`config.mk`:
```
export PLATFORM = sky130hd
export DESIGN_NAME = tone_queue_sine_generator_top
export DESIGN_NICKNAME = d
export VERILOG_FILES = /design/src/sv/tqsg_pkg.sv /design/src/sv/tone_queue_sine_generator_top.sv
export SDC_FILE = /design/constraint.sdc
export NUM_CORES = 2
export LEC_CHECK = 0
export ABC_AREA = 1
export BUFFER_PORTS_ARGS = -buffer_cell sky130_fd_sc_hd__buf_2
export CAP_MARGIN = 20
export CORE_MARGIN = 1
export CORE_UTILIZATION = 33
export DETAILED_ROUTE_END_ITERATION = 10
export HOLD_SLACK_MARGIN = 0.02
export PLACE_DENSITY = 0.51
export SETUP_SLACK_MARGIN = 0.3
export SYNTH_ARGS = -nofsm -noshare
export SYNTH_HDL_FRONTEND = slang
export SYNTH_SLANG_ARGS = --single-unit
```
`constraint.sdc`:
```
create_clock -name clk -period 7 [get_ports clk]
set_input_delay 0 -clock clk [delete_from_list [all_inputs] [get_ports clk]]
set_output_delay 0 -clock clk [all_outputs]
set_load 0.01 [all_outputs]
```
`src/sv/tqsg_pkg.sv`:
```
package tqsg_pkg;

    // Queue and sine table sizes.
    localparam int QUEUE_DEPTH     = 16;
    localparam int PHASE_BITS      = 24;
    localparam int SINE_TABLE_BITS = 8;

    // Field widths fixed by the stream format.
    localparam int STEP_W   = 24;
    localparam int LENGTH_W = 24;
    localparam int SAMPLE_W = 8;
    localparam int S_DATA_W = 48;
    localparam int M_DATA_W = 8;
    localparam int M_USER_W = 3;
    localparam int COUNTER_W = 32;

    localparam int QUEUE_IDX_W = (QUEUE_DEPTH > 1) ? $clog2(QUEUE_DEPTH) : 1;
    localparam int QUEUE_CNT_W = $clog2(QUEUE_DEPTH + 1);

    localparam int TABLE_SIZE = 1 << SINE_TABLE_BITS;
    localparam int QUARTER    = TABLE_SIZE / 4;

    localparam logic [63:0] HALF_PI_Q30 = 64'h6487ED51;
    localparam logic [63:0] ONE_Q30     = 64'd1 << 30;

    // Item kinds carried on the slave-side tuser bit.
    localparam logic CMD_ENQUEUE = 1'b0;
    localparam logic CMD_SAMPLE  = 1'b1;

    typedef logic [SAMPLE_W-1:0] sine_rom_t [TABLE_SIZE];

    // Sine of a folded angle index in Q30, Taylor series with integer truncation.
    // Terms beyond the tenth are zero for every angle up to a quarter turn.
    function automatic logic [63:0] sine_q30(input int unsigned r);
        logic [63:0] a;
        logic [63:0] a2;
        logic [63:0] t;
        logic [63:0] s;
        if (r == 0) begin
            s = '0;
        end
        else if (r >= QUARTER) begin
            s = ONE_Q30;
        end
        else begin
            a  = (64'(r) * HALF_PI_Q30) >> (SINE_TABLE_BITS - 2);
            a2 = (a * a) >> 30;
            t  = a;
            s  = a;
            t  = ((t * a2) >> 30) / 6;    s = s - t;
            t  = ((t * a2) >> 30) / 20;   s = s + t;
            t  = ((t * a2) >> 30) / 42;   s = s - t;
            t  = ((t * a2) >> 30) / 72;   s = s + t;
            t  = ((t * a2) >> 30) / 110;  s = s - t;
            t  = ((t * a2) >> 30) / 156;  s = s + t;
            t  = ((t * a2) >> 30) / 210;  s = s - t;
            t  = ((t * a2) >> 30) / 272;  s = s + t;
            t  = ((t * a2) >> 30) / 342;  s = s - t;
            t  = ((t * a2) >> 30) / 420;  s = s + t;
        end
        return s;
    endfunction

    // Offset-binary sine table, evaluated at elaboration.
    function automatic sine_rom_t build_rom();
        sine_rom_t   rom;
        int unsigned q;
        int unsigned r;
        logic [63:0] s;
        logic [63:0] mag;
        logic [63:0] v;
        for (int unsigned k = 0; k < TABLE_SIZE; k++) begin
            q = k >> (SINE_TABLE_BITS - 2);
            r = k & (QUARTER - 1);
            if (q[0]) begin
                r = QUARTER - r;
            end
            s   = sine_q30(r);
            mag = (64'd255 * s + ONE_Q30) >> 31;
            if (q >= 2) begin
                v = (mag >= 64'd128) ? 64'd0 : (64'd128 - mag);
            end
            else begin
                v = (mag + 64'd128 > 64'd255) ? 64'd255 : (mag + 64'd128);
            end
            rom[k] = v[SAMPLE_W-1:0];
        end
        return rom;
    endfunction

    localparam sine_rom_t SINE_ROM = build_rom();

    // Circular queue pointer advance.
    function automatic logic [QUEUE_IDX_W-1:0] queue_inc(input logic [QUEUE_IDX_W-1:0] x);
        return (x == QUEUE_IDX_W'(QUEUE_DEPTH - 1)) ? '0 : x + 1'b1;
    endfunction

endpackage

```
`src/sv/tone_queue_sine_generator_top.sv`:
```
// The result of an item passes the process, table and output registers to the master side.
// Throughput: one item per cycle while the master side is not stalled; the tone queue is two
// memories with registered reads, forwarded from a write to the same entry, so items may follow back to back.
// Reset (rst_n low, asynchronous) empties the queue and clears the sample counter and the
// pipeline; queue memory contents are not cleared, as only written entries are ever used.
module tone_queue_sine_generator_top (
    input  logic                          clk,
    input  logic                          rst_n,
    input  logic                          s_tvalid,
    output logic                          s_tready,
    input  logic [tqsg_pkg::S_DATA_W-1:0] s_tdata,   // phase_step[23:0], tone_length[47:24]
    input  logic                          s_tuser,   // cmd[0]
    output logic                          m_tvalid,
    input  logic                          m_tready,
    output logic [tqsg_pkg::M_DATA_W-1:0] m_tdata,   // sample[7:0]
    output logic [tqsg_pkg::M_USER_W-1:0] m_tuser    // sample_valid[0], queue_empty[1],
                                                     // enqueue_ok[2]
);

    localparam int QW = tqsg_pkg::QUEUE_IDX_W;
    localparam int CW = tqsg_pkg::QUEUE_CNT_W;
    localparam int PB = tqsg_pkg::PHASE_BITS;
    localparam int TB = tqsg_pkg::SINE_TABLE_BITS;

    // Tone queue storage. Step and length live in separate memories so that the
    // step of the current head and the length of the entry behind it can be read
    // in the same cycle.
    logic [tqsg_pkg::STEP_W-1:0]   step_mem [tqsg_pkg::QUEUE_DEPTH];
    logic [tqsg_pkg::LENGTH_W-1:0] len_mem  [tqsg_pkg::QUEUE_DEPTH];
    logic [tqsg_pkg::STEP_W-1:0]   step_rd_reg;
    logic [tqsg_pkg::LENGTH_W-1:0] len_rd_reg;

    // Queue control and tone state.
    logic [QW-1:0]                  head_reg,      head_next;
    logic [QW-1:0]                  tail_reg,      tail_next;
    logic [CW-1:0]                  count_reg,     count_next;
    logic [tqsg_pkg::LENGTH_W-1:0]  remaining_reg, remaining_next;
    logic [tqsg_pkg::COUNTER_W-1:0] counter_reg,   counter_next;
    logic [tqsg_pkg::LENGTH_W-1:0]  remaining_dec;
    logic                           wr_en;

    // Process stage: the accepted item, which meets the memory read data here.
    logic                          p_valid_reg;
    logic                          p_cmd_reg;
    logic [tqsg_pkg::STEP_W-1:0]   p_step_reg;
    logic [tqsg_pkg::LENGTH_W-1:0] p_len_reg;

    // Table stage: registered phase index and result flags.
    logic          m_valid_reg;
    logic [TB-1:0] m_idx_reg;
    logic          m_sv_reg;
    logic          m_empty_reg;
    logic          m_ok_reg;

    // Output register.
    logic                          o_valid_reg;
    logic [tqsg_pkg::SAMPLE_W-1:0] o_sample_reg;
    logic                          o_sv_reg;
    logic                          o_empty_reg;
    logic                          o_ok_reg;

    logic          o_ready;
    logic          m_ready;
    logic          m_adv;
    logic          p_ready;
    logic          p_adv;
    logic          res_sv;
    logic          res_ok;
    logic [PB-1:0] phase;

    // Each stage moves on when the one after it is empty or moving on itself.
    assign o_ready  = !o_valid_reg || m_tready;
    assign m_ready  = !m_valid_reg || o_ready;
    assign m_adv    = m_valid_reg && o_ready;
    assign p_ready  = !p_valid_reg || m_ready;
    assign p_adv    = p_valid_reg && m_ready;
    assign s_tready = p_ready;

    // Phase is the global sample counter times the head tone's step, wrapped to
    // the phase width; its top bits address the sine table in the next stage.
    assign phase = counter_reg[PB-1:0] * PB'(step_rd_reg);

    // Queue update. State only changes when the processed item moves on, so a
    // stalled item keeps seeing the same head entry.
    always_comb
    begin
        head_next      = head_reg;
        tail_next      = tail_reg;
        count_next     = count_reg;
        remaining_next = remaining_reg;
        counter_next   = counter_reg;
        remaining_dec  = remaining_reg;
        wr_en          = 1'b0;
        res_sv         = 1'b0;
        res_ok         = 1'b0;
        if (p_adv)
        begin
            case (p_cmd_reg)
                tqsg_pkg::CMD_ENQUEUE:
                begin
                    // A full queue or a zero length rejects the tone.
                    if (count_reg != CW'(tqsg_pkg::QUEUE_DEPTH) && p_len_reg != '0)
                    begin
                        wr_en = 1'b1;
                        if (count_reg == '0)
                        begin
                            remaining_next = p_len_reg;
                        end
                        tail_next  = tqsg_pkg::queue_inc(tail_reg);
                        count_next = count_reg + 1'b1;
                        res_ok     = 1'b1;
                    end
                end
                tqsg_pkg::CMD_SAMPLE:
                begin
                    // With an empty queue nothing moves, not even the counter.
                    if (count_reg != '0)
                    begin
                        res_sv       = 1'b1;
                        counter_next = counter_reg + 1'b1;
                        if (remaining_reg != '0)
                        begin
                            remaining_dec = remaining_reg - 1'b1;
                        end
                        remaining_next = remaining_dec;
                        if (remaining_dec == '0)
                        begin
                            // The head tone is done; the next one, if any, loads
                            // its length from the entry read behind the head.
                            head_next  = tqsg_pkg::queue_inc(head_reg);
                            count_next = count_reg - 1'b1;
                            if (count_reg != CW'(1))
                            begin
                                remaining_next = len_rd_reg;
                            end
                        end
                    end
                end
                default:
                begin
                end
            endcase
        end
    end

    // Memories are read every cycle at the head that the next item will see.
    // A write to the entry being read is forwarded into the read register.
    always_ff @(posedge clk)
    begin
        if (wr_en)
        begin
            step_mem[tail_reg] <= p_step_reg;
            len_mem[tail_reg]  <= p_len_reg;
        end
        if (wr_en && tail_reg == head_next)
        begin
            step_rd_reg <= p_step_reg;
        end
        else
        begin
            step_rd_reg <= step_mem[head_next];
        end
        if (wr_en && tail_reg == tqsg_pkg::queue_inc(head_next))
        begin
            len_rd_reg <= p_len_reg;
        end
        else
        begin
            len_rd_reg <= len_mem[tqsg_pkg::queue_inc(head_next)];
        end
    end

    // Control state.
    always_ff @(posedge clk or negedge rst_n)
    begin
        if (!rst_n)
        begin
            head_reg      <= '0;
            tail_reg      <= '0;
            count_reg     <= '0;
            remaining_reg <= '0;
            counter_reg   <= '0;
            p_valid_reg   <= 1'b0;
            m_valid_reg   <= 1'b0;
            o_valid_reg   <= 1'b0;
        end
        else
        begin
            head_reg      <= head_next;
            tail_reg      <= tail_next;
            count_reg     <= count_next;
            remaining_reg <= remaining_next;
            counter_reg   <= counter_next;
            if (p_ready)
            begin
                p_valid_reg <= s_tvalid;
            end
            if (m_ready)
            begin
                m_valid_reg <= p_adv;
            end
            if (o_ready)
            begin
                o_valid_reg <= m_adv;
            end
        end
    end

    // Payload registers.
    always_ff @(posedge clk)
    begin
        if (s_tvalid && p_ready)
        begin
            p_cmd_reg  <= s_tuser;
            p_step_reg <= s_tdata[tqsg_pkg::STEP_W-1:0];
            p_len_reg  <= s_tdata[tqsg_pkg::STEP_W +: tqsg_pkg::LENGTH_W];
        end
        if (p_adv)
        begin
            m_idx_reg   <= phase[PB-1 -: TB];
            m_sv_reg    <= res_sv;
            m_empty_reg <= (count_next == '0);
            m_ok_reg    <= res_ok;
        end
        if (m_adv)
        begin
            o_sample_reg <= m_sv_reg ? tqsg_pkg::SINE_ROM[m_idx_reg] : '0;
            o_sv_reg     <= m_sv_reg;
            o_empty_reg  <= m_empty_reg;
            o_ok_reg     <= m_ok_reg;
        end
    end

    assign m_tvalid = o_valid_reg;
    assign m_tdata  = o_sample_reg;
    assign m_tuser  = {o_ok_reg, o_empty_reg, o_sv_reg};

endmodule

```
# --- Word level (Yosys, flattened, before mapping) ---
# Memories as Yosys holds them, arrays and structs flattened. A register that Yosys moved wholly into a read port is not among the register bits.
# Index checks and enable logic that the tools add are counted.
# W data, S select, Z words.
totals:
  ramBits: 768
  mem_bits_ro: 2048
  n_memories: 3
  wordCells: 87
  out_inout_bits: 13
  ff_bits: 135
mem_list:
  columns: ["memory", "depth", "width", "rd", "rd_ports_with_merged_regs", "write_ports", "line_no", "rtl"]
  rows:
  - ["(no name shown)", 256, 8, 1, 1, 0, "tone_queue_sine_generator_top.sv:227", "o_sample_reg <= m_sv_reg ? tqsg_pkg::SINE_ROM[m_idx_reg] : '0;"]
  - ["len_mem", 16, 24, 1, 1, 1, "tone_queue_sine_generator_top.sv:29", "logic [tqsg_pkg::LENGTH_W-1:0] len_mem [tqsg_pkg::QUEUE_DEPTH];"]
  - ["step_mem", 16, 24, 1, 1, 1, "tone_queue_sine_generator_top.sv:28", "logic [tqsg_pkg::STEP_W-1:0] step_mem [tqsg_pkg::QUEUE_DEPTH];"]
op_classes:
  bitwise: 2
  mul: 1
  n_eq_ne: 8
  muxes: 28
  n_reduce_logical: 20
  n_addsub: 7
ops:
  columns: ["operator", "n"]
  rows:
  - ["$mux W24", 9]
  - ["$pmux W24 S2", 1]
  - ["$reduce_bool A24 Y1", 2]
  - ["$add A32 B1 Y32 const B", 1]
  - ["$mux W4", 7]
  - ["$logic_not A24 Y1", 1]
  - ["$mul A24 B24 Y24", 1]
  - ["$sub A24 B1 Y24 const B", 1]
  - ["$mux W5", 4]
  - ["$add A4 B1 Y4 const B", 3]
  - ["$eq A4 B4 Y1 const B", 3]
  - ["$logic_not A5 Y1", 2]
  - ["$pmux W5 S2", 1]
  - ["$not A8 Y9", 1]
  - ["$mux W1", 6]
  - ["$reduce_and A3 Y1", 2]
  - ["$add A5 B1 Y5 const B", 1]
  - ["$ne A5 B1 Y1 const B", 1]
  - ["$ne A5 B5 Y1 const B", 1]
  - ["$reduce_bool A5 Y1", 1]
  - ["$sub A5 B1 Y5 const B", 1]
  - ["$logic_and A1 B1 Y1", 4]
  - ["$logic_not A1 Y1", 4]
  - ["$ne A2 B2 Y1 const B", 2]
  - ["other kinds (4)", 6]

# --- Longest topological paths before layout ---
logic_depth:
  ltp_word: 12
  depth_mapped: 37
  mapped_depth_nobuf: 35

# --- Worst setup path after synthesis ---
# OpenSTA, ideal clock, no wires.
synth_path:
  kind: "flip-flop to flip-flop"
  from: "register with a tool-made name"
  to: "register m_idx_reg[7], data pin"
  synth_period_minus_slack_ns: 6.799
  path_slack_ns: 0.201
  n_path_buf: 4
  required_ns: 6.748
  path_stages_with_launch: 34
  t_arrival_ns: 6.547
  path_cell_list: "dfxtp_1 > buf_2 > buf_4 > buf_2 > nor2_1 > nor2_1 > o21ai_0 > nand3_1 > nand3_1 > nand2_1 > clkbuf_1 > nand2_1 > fa_1 > inv_1 > fa_1 > inv_1 > fa_1 > fa_1 > fa_1 > inv_1 > fa_1 > inv_1 > fa_1 > inv_1 > ha_1 > a21oi_1 > o21ai_0 > a221oi_1 > and3_1 > inv_1 > nand2_1 > nand2_1 > nand2_1 > nand2_1"
synth_lines:
  columns: ["item", "line_no", "rtl"]
  rows:
  - ["end signal, assigned", "tone_queue_sine_generator_top.sv:220", "m_idx_reg <= phase[PB-1 -: TB];"]
  - ["end, declared", "tone_queue_sine_generator_top.sv:50", "logic [TB-1:0] m_idx_reg;"]

==> key figures <==
Status
  – Run status: finished clean

Global route
  – Antenna violations before repair: 2
  – First-pass GRT wire length: 214000 µm
  – Largest net degree at the start of global routing: 145
  – Vias in the first global route: 34.0k
  – Tot GR Track Use: 19.2%
  – Grt total ovfl: 0

Critical path
  – CP top delay family: adder cells
  – Crit Path Category: reg2reg
  – Reg-to-reg slack, setup: 0.08 ns
  – Startpoint Class: register
  – Worst r2r path cells: 31
  – Worst Path Arrival: 7.36 ns
  – Critical path buffers and inverters: 10
  – CP Capture Type: register
  – R2r endpoint: m_idx_reg[7]
  – Worst path max stage delay: 0.57 ns
  – Slowest-stage cell, CP: fa_1
  – Req. time, crit path: 7.44 ns
  – CP Max Fanout: 14
  – Cell mode on critical path: fa_1

Placed design
  – Port bufs: 65
  – Pre-CTS setup slack: -0.0887 ns
  – Routability Congestion: 0.884
  – DP HPWL: 89000 µm

Die
  – # IOs: 66
  – Core area: 0.143 mm²
  – Die Height: 382 µm
  – Die extent in x: 382 µm
  – Initial core utilization: 33.3%
  – Die area: 0.146 mm²
  – Row cnt: 139

Timing
  – Final count of negative-setup-slack endpoints: 0
  – RSZ-0062 raised after global routing: yes
  – Min setup slack post-route: 0.0800 ns
  – Hold Vio Cnt, Final: 0
  – Final min period: 6.92 ns
  – Final period utilization: 98.9%
  – Rel. slew slack: 26.2%
  – Max Transition Viols Final: 0
  – Peak Freq: 0.145 GHz
  – Final Skew: 0.0349 ns
  – Slew @ Worst Pin: 1.11 ns

Detailed routing
  – Routed Antenna Nets: 0
  – Wire length per cell: 20.3 µm
  – Vias: 34.1k
  – DRC: 0
  – Iteration-0 DRC Markers: 2807
  – Number of vias per cell: 4.92
  – Drt first pass iters: 5
  – WL final: 141000 µm

Synth
  – Synth area leaders: edfxtp_1 (53%), fa_1 (8.9%), nand2_1 (7.1%), inv_1 (4.7%), nor2_1 (4.6%)
  – Async set or reset register ratio after synthesis: 7.03%
  – Syn nets: 5014
  – Synth area leader: edfxtp_1
  – Warnings, synthesis: 0
  – Flops & latches, synth: 911
  – Post-Synth XOR/XNOR Area: 1.16%
  – Post-synthesis cell count: 4646
  – Mux cell area share after synthesis: 0%
  – Yosys top cell area share: 52.8%
  – Netlist cell types: 57
  – Synth Area in Simple Gates: 16.0%
  – Synthesized area: 0.0477 mm²
  – Most used DFF post-synth: edfxtp_1
  – Synthesized-area fraction occupied by adder cells: 11.6%
  – Compound-gate portion of the synthesized area: 7.96%
  – EDFF count, synth: 839
  – Syn_area_per_cell: 10.3 µm²
  – Seq/Total Area, Yosys: 56.5%
  – Main combinational cell family by area after synthesis: simple AND/OR/NAND/NOR gates

Clock tree
  – Total number of H-tree levels: 3
  – Total CTS buffers: 99
  – Clk_lat worst skew: 0.71 ns
  – Clock Tree Root: clkbuf_16
  – CTS tree: yes
  – CTS clk-pin slew, worst paths: 0.06 ns
  – Clock Path Buffers: 3
  – Clk sinks: 911

Worst hold path
  – Worst hold path cell count: 2
  – Hold EP: p_step_reg[8]
  – Hold Crit Start: s_tdata[8]
  – HP Class: in2reg

Finish
  – # diodes: 0
  – Commonest non-fill, non-tap cell in the layout: nand2_1
  – Commonest cells after routing, fill and taps aside: nand2_1 (883), edfxtp_1 (839), inv_1 (586)
  – Area grow syn2layout: 19.5%
  – Final net count: 5308
  – Layout cells sized above 1: 12.2%
  – Biggest regs: len_mem (384), step_mem (384)

Run
  – Max cap viols: 0
==> metal layers <==
metal / track usage (%) / routed length (µm) / part of all wire [%] / vias to the layer above
met5: 0 / 0 / 0 / -
met4: 5.05 / 2750 / 2.0 / 0
met3: 1.96 / 6850 / 4.9 / 153
met2: 31.4 / 66100 / 47 / 914
met1: 27.1 / 65100 / 46 / 16900
li1: - / - / - / 16100
==> layout make-up <==
type | count | area [µm²]
repair buffers | 417 | 4110
clock inverters | 50 | 533
clock buffers | 134 | 2710
well taps | 1903 | 2380
multi-input cells | 2888 | 18000
flip-flops and latches | 911 | 27000
inverters | 623 | 2380
fillers | 13900 | 86400
==> worst max-delay path by stage <==
stage | endpoint | slack, ns | cells past startpoint | from
finish | m_idx_reg[7] | 0.08 | 31 | register
global route | m_idx_reg[7] | -0.24 | 34 | register
CTS | m_idx_reg[7] | 0.13 | 32 | register
detailed placement | m_idx_reg[7] | -0.09 | 31 | register
global placement | m_idx_reg[7] | -0.15 | 31 | register
floorplan | m_idx_reg[7] | 0.31 | 33 | register
==> cells by family after synthesis <==
group	after synthesis
AND/OR/NAND/NOR	1865
flip-flops	911
buffers and inverters	847
AO/OA/AOI/OAI	645
adder cells (fa/ha/maj)	315
XOR/XNOR	63
==> synth_stat cells, types with 21 or more instances <==
| master | number |
|---|---|
| o211ai_1 | 40 |
| o22ai_1 | 29 |
| ha_1 | 103 |
| nor3_1 | 21 |
| dfrtp_1 | 64 |
| xor2_1 | 49 |
| nand3_1 | 301 |
| fa_1 | 212 |
| a21oi_1 | 103 |
| edfxtp_1 | 839 |
| buf_2 | 47 |
| nand2_1 | 902 |
| clkbuf_1 | 153 |
| inv_1 | 603 |
| o221ai_1 | 63 |
| nor2_1 | 585 |
| o21ai_0 | 326 |
==> worst reg2reg max path: cells and delay by family (launching register included) <==
kind,cells,cell delay (ns)
adder cells (fa/ha/maj),8,3.79
AND/OR/NAND/NOR,9,0.80
buffers and inverters,10,0.93
flip-flops,1,0.42
AO/OA/AOI/OAI,4,0.70
==> stage by stage <==
| step | hold WS [ns] | area [µm²] | setup TNS (ns) | instances | util (%) |
|---|---|---|---|---|---|
| after floorplan | -0.296 | 47700 | 0 | 4646 | - |
| after global placement | -0.138 | 51800 | -0.150 | 6614 | 36.1 |
| after detailed placement | -0.140 | 51900 | -0.0937 | 6617 | 36.2 |
| after CTS | 0.0308 | 56900 | 0 | 6920 | 39.6 |
| after global routing | 0.0739 | 57100 | -1.32 | 6926 | 39.8 |
| final | 0.0811 | 57100 | 0 | 6926 | 39.8 |
==> timing repair <==
| item | in CTS | in global routing |
|---|---|---|
| gates cloned | 9 | 1 |
| setup buffers | 14 | 5 |
| hold buffers | 96 | 0 |
| endpoints found under the hold margin | 127 | 0 |
| resized for setup | 102 | 33 |
| setup endpoints to repair | 8 | 8 |
| pin swaps | 33 | 24 |
Power is not shown: default switching activity piles up to over one toggle a cycle in this logic, so the estimate is an artifact.
